**config.mk**
```make
export PLATFORM = sky130hd
export DESIGN_NAME = trsr_ram
export DESIGN_NICKNAME = d
export VERILOG_FILES = /design/src/rtl/trsr_ram.sv
export SDC_FILE = /design/constraint.sdc
export NUM_CORES = 1
export LEC_CHECK = 0
export BUFFER_PORTS_ARGS = -buffer_cell sky130_fd_sc_hd__buf_2
export CAP_MARGIN = 20
export CORE_MARGIN = 5
export CORE_UTILIZATION = 58
export DETAILED_ROUTE_END_ITERATION = 8
export GPL_TIMING_DRIVEN = 0
export PLACE_DENSITY = 0.79
export SYNTH_ARGS = -nofsm -noshare
export SYNTH_HDL_FRONTEND = slang
export SYNTH_SLANG_ARGS = --single-unit
```
**constraint.sdc**
```tcl
create_clock -name clock -period 5.55 [get_ports clock]
set_input_delay 0.555 -clock clock [delete_from_list [all_inputs] [get_ports clock]]
set_output_delay 0.555 -clock clock [all_outputs]
set_load 0.005 [all_outputs]
```
**src/rtl/trsr_ram.sv**
```systemverilog
// ---------------------------------------------------------------------------
// trsr_ram: generic simple dual-port RAM
// One write port, one read port, read data registered.
// ---------------------------------------------------------------------------
module trsr_ram #(
   parameter int WIDTH = 8,
   parameter int DEPTH = 32,
   parameter int AW    = (DEPTH > 1) ? $clog2(DEPTH) : 1
) (
   input  logic             clock,
   input  logic             wr_en,
   input  logic [AW-1:0]    wr_addr,
   input  logic [WIDTH-1:0] wr_data,
   input  logic             rd_en,
   input  logic [AW-1:0]    rd_addr,
   output logic [WIDTH-1:0] rd_data
);

   logic [WIDTH-1:0] mem_ff [DEPTH];
   logic [WIDTH-1:0] rd_data_ff;

   always_ff @(posedge clock) begin
      if (wr_en) begin
         mem_ff[wr_addr] <= wr_data;
      end
      if (rd_en) begin
         rd_data_ff <= mem_ff[rd_addr];
      end
   end

   assign rd_data = rd_data_ff;

endmodule

```
Yosys cells after proc, flatten, opt, wreduce, memory -nomap -nowiden
Memory sizes are Yosys's and may differ from the RTL's. A register that Yosys moved wholly into a read port is not among the register bits. Cells that the tools add are included. W data, S select, Z words.

Bits of input ports: 21. Memory bits (writable): 256. Output and inout port bits: 8. Logic and storage cells: 3. Flip-flop bits (word level): 0. Memories kept: 1.

Multiplexer cells: 2.

Memories: mem_ff (words 32, width 8, read ports 1, clocked after memory_dff 1, wr ports 1, RTL line 19) `logic [WIDTH-1:0] mem_ff [DEPTH];`.

Operator list (number): $mux W1 (2).

Depth between registers and ports, before layout
Word-level depth: 2. Depth in mapped cells: 5. Depth with buffers taken out: 3.

Worst setup path before layout
No wires, ideal clock.

Kind: input to register. From: in rd_addr[2]. To: reg rd_data_ff[0] (netlist: rd_data[0]) (read register of mem_ff), data pin. Required time: 5290 ps. Arrival time: 2237 ps. Stages on the path: 5. Setup time: 260 ps. Buffers on the path: 2. Slack: 3053 ps. Path through: clkbuf_1 > clkbuf_1 > mux4_2 > mux4_2 > mux2_2.

RTL lines: start, declared (RTL line 15) `input logic [AW-1:0] rd_addr,`; end, declared (RTL line 20) `logic [WIDTH-1:0] rd_data_ff;`.

==> flow_metrics.env <==
export IMPL_critical_path_class="in2reg"
export IMPL_synth_nets=438
export IMPL_vias=4527
export IMPL_drt_initial_drc_count=584
export IMPL_wl_per_cell_um=28.5
export IMPL_via_per_inst=6.35
export IMPL_yosysUniqueCellTypes=14
export IMPL_muxShareOfSynthArea_pct=18.7
export IMPL_grt_start_max_net_pins=33
export IMPL_ioPinCount=29
export IMPL_chipHeight_um=142
export IMPL_whs_endpoint="rd_data[7]$_DFFE_PP_"
export IMPL_fin_setup_tns_ns=0
export IMPL_postSynthCellCount=417
export IMPL_grt_use_total_pct=21.0
export IMPL_core_region_area_mm2=0.0172
export IMPL_final_design_area_no_fill_mm2=0.0114
export IMPL_overflow=0
export IMPL_rows=48
export IMPL_cellLeakagePower_uw=0.00353
export IMPL_holdWs_ns=0.362
export IMPL_reg2regPathDepth=3
export IMPL_antenna_found_initial=0
export IMPL_dp_hpwl_mm=12.3
export IMPL_grt_pass1_vias=4670
export IMPL_cts_hold_buf=0
export IMPL_setup_viol=0
export IMPL_fmax_mhz=372
export IMPL_dieArea_mm2=0.0202
export IMPL_synth_xor_area_share_pct=0
export IMPL_drive_gt1_share_pct=32.4
export IMPL_rsz0062_at_grt="no"
export IMPL_relSlewSlack_pct=42.3
export IMPL_r2r_end="rd_data[4]$_DFFE_PP_"
export IMPL_tightest_slew_ns=0.862
export IMPL_nNetsFinal=489
export IMPL_cts_resized=0
export IMPL_worst_clock_skew_ns=0.00956
export IMPL_reg2reg_slack_ns=3.56
export IMPL_synth_compound_area_share_pct=0
export IMPL_setup_slack_ns=2.86
export IMPL_clock_tree_root_cell="clkbuf_16"
export IMPL_yosys_warnings=0
export IMPL_synth_top_family_by_area="multiplexers"
export IMPL_wl_mm=20.3
export IMPL_start_kind="input port"
export IMPL_clock_latency_ns=0.52
export IMPL_seq_area_frac_synth_pct=78.2
export IMPL_status="finished clean"
export IMPL_portBuffers=23
export IMPL_p_per_area_mw_per_mm2=364
export IMPL_hp_start="rd_en"
export IMPL_synth_simple_gate_area_share_pct=2.05
export IMPL_drc=0
export IMPL_period_needed_ns=2.69
export IMPL_drv_slew=0
export IMPL_gp_congestion=0.780
export IMPL_r2r_start="mem_ff[7][4]$_DFFE_PP_"
export IMPL_die_w_um=142
export IMPL_total_power_uw=4130
export IMPL_clock_sinks=264
export IMPL_initial_core_util_pct=58.8
export IMPL_cts_max_level=1
export IMPL_yosys_register_bits=264
export IMPL_cts_tree="yes"
export IMPL_yosys_area_share_adder_pct=0
export IMPL_maxCapViolCount=0
export IMPL_n_antenna_cell=0
export IMPL_peakVddDrop_mv=0.215
export IMPL_crit_path_max_fanout=10
export IMPL_worstHoldPathType="in2reg"
export IMPL_grt_pass1_wl_mm=30.7
export IMPL_place_area_mm2=0.0105
export IMPL_avgSynthCellArea_um2=24.3
export IMPL_path_clk_slew_ns=0.06
export IMPL_drtPass1Iterations=5
export IMPL_cts_buffers=26
export IMPL_ant_nets=0
export IMPL_clockBufferDepth=3
export IMPL_period_share_pct=48.4
export IMPL_final_hold_viol_count=0
export IMPL_dpl_worst_slack_ns=2.37
export IMPL_areaGrowthSynthToFinish_pct=12.0
export IMPL_min_path_cells=1
export IMPL_postCtsSetupBuffers=0
export IMPL_worstPathRequired_ns=5.81
export IMPL_crit_arrival_ns=2.95
export IMPL_synth_area_mm2=0.0101
export IMPL_endpoint_kind="register"
[kinds of logic after synthesis]
family,after synthesis
AND/OR/NAND/NOR,45
buffers and inverters,20
multiplexers,88
flip-flops,264
[worst max-delay path, stage by stage]
cell	delay, ns
clkbuf_1	0.50
clkbuf_1	0.63
mux4_2	0.44
mux4_2	0.51
mux2_2	0.30
[per-layer routing]
layer  vias to the layer above  wire (um)  GRT usage, %  part of all wire, %
li1                       1890          -             -                    -
met1                      2374       8330          32.2                   41
met2                       234       9950          32.9                   49
met3                        29       1720          3.53                  8.5
met4                         0        304          4.55                  1.5
met5                         -          0             0                    0
[power breakdown]
part	leakage (uW)	switching (uW)	internal (uW)
Sequential	0.00238	7.02	2230
Combinational	0.000737	117	88.8
Clock	0.000409	714	976
Total	0.00353	838	3290
[final cells by class]
cell class | count | area, um2
clock inverter | 19 | 139
fill | 1073 | 5880
multi-input combinational | 133 | 2100
timing repair buffer | 23 | 115
sequential | 264 | 7930
buffer | 20 | 106
tap | 225 | 282
clock buffer | 29 | 683
[stage by stage]
stage / util (%) / instances
5_1_grt: 65.9 / 713
4_1_cts: 65.9 / 713
6_report: 65.9 / 713
2_1_floorplan: - / 417
3_3_place_gp: 61.1 / 665
3_5_place_dp: 61.1 / 665
[synth_stat cells, drive strengths merged]
cell type    n  share of area, %
edfxtp     264                78
mux4        80                18
nor2        33               1.2
buf         14              0.83
mux2         8              0.89
clkbuf       6              0.22
nand3b       5              0.37
or3b         3              0.26
nand3        2             0.099
nand2        1             0.037
or3          1             0.062
[placed cells by master, fill, tap and decap left out]
cell type  instances
bufinv_16          2
nand3b_1           5
edfxtp_1         264
clkinv_2           6
mux4_2            80
nand3_1            2
buf_1              6
clkbuf_1           8
or3_1              1
inv_8              1
or3b_2             3
buf_4              6
clkinv_1          10
buf_2             24
clkbuf_16         27
nand2_1            1
nor2_1            33
buf_6              1
mux2_2             8
[registers in the layout, summed over array words and instances, names as in the netlist]
signal,flops
mem_ff,256
rd_data,8
[worst max-delay path by stage]
stage                            to  slack, ns  cells after the start        from
2_1_floorplan  rd_data[0]$_DFFE_PP_       3.05                      5  rd_addr[2]
3_3_place_gp   rd_data[1]$_DFFE_PP_       2.41                      5  rd_addr[2]
3_5_place_dp   rd_data[3]$_DFFE_PP_       2.37                      5  rd_addr[2]
4_1_cts        rd_data[0]$_DFFE_PP_       2.90                      5  rd_addr[2]
5_1_grt        rd_data[0]$_DFFE_PP_       2.80                      5  rd_addr[2]
6_report       rd_data[0]$_DFFE_PP_       2.86                      5  rd_addr[2]
Power figures use the tool's default switching activity.
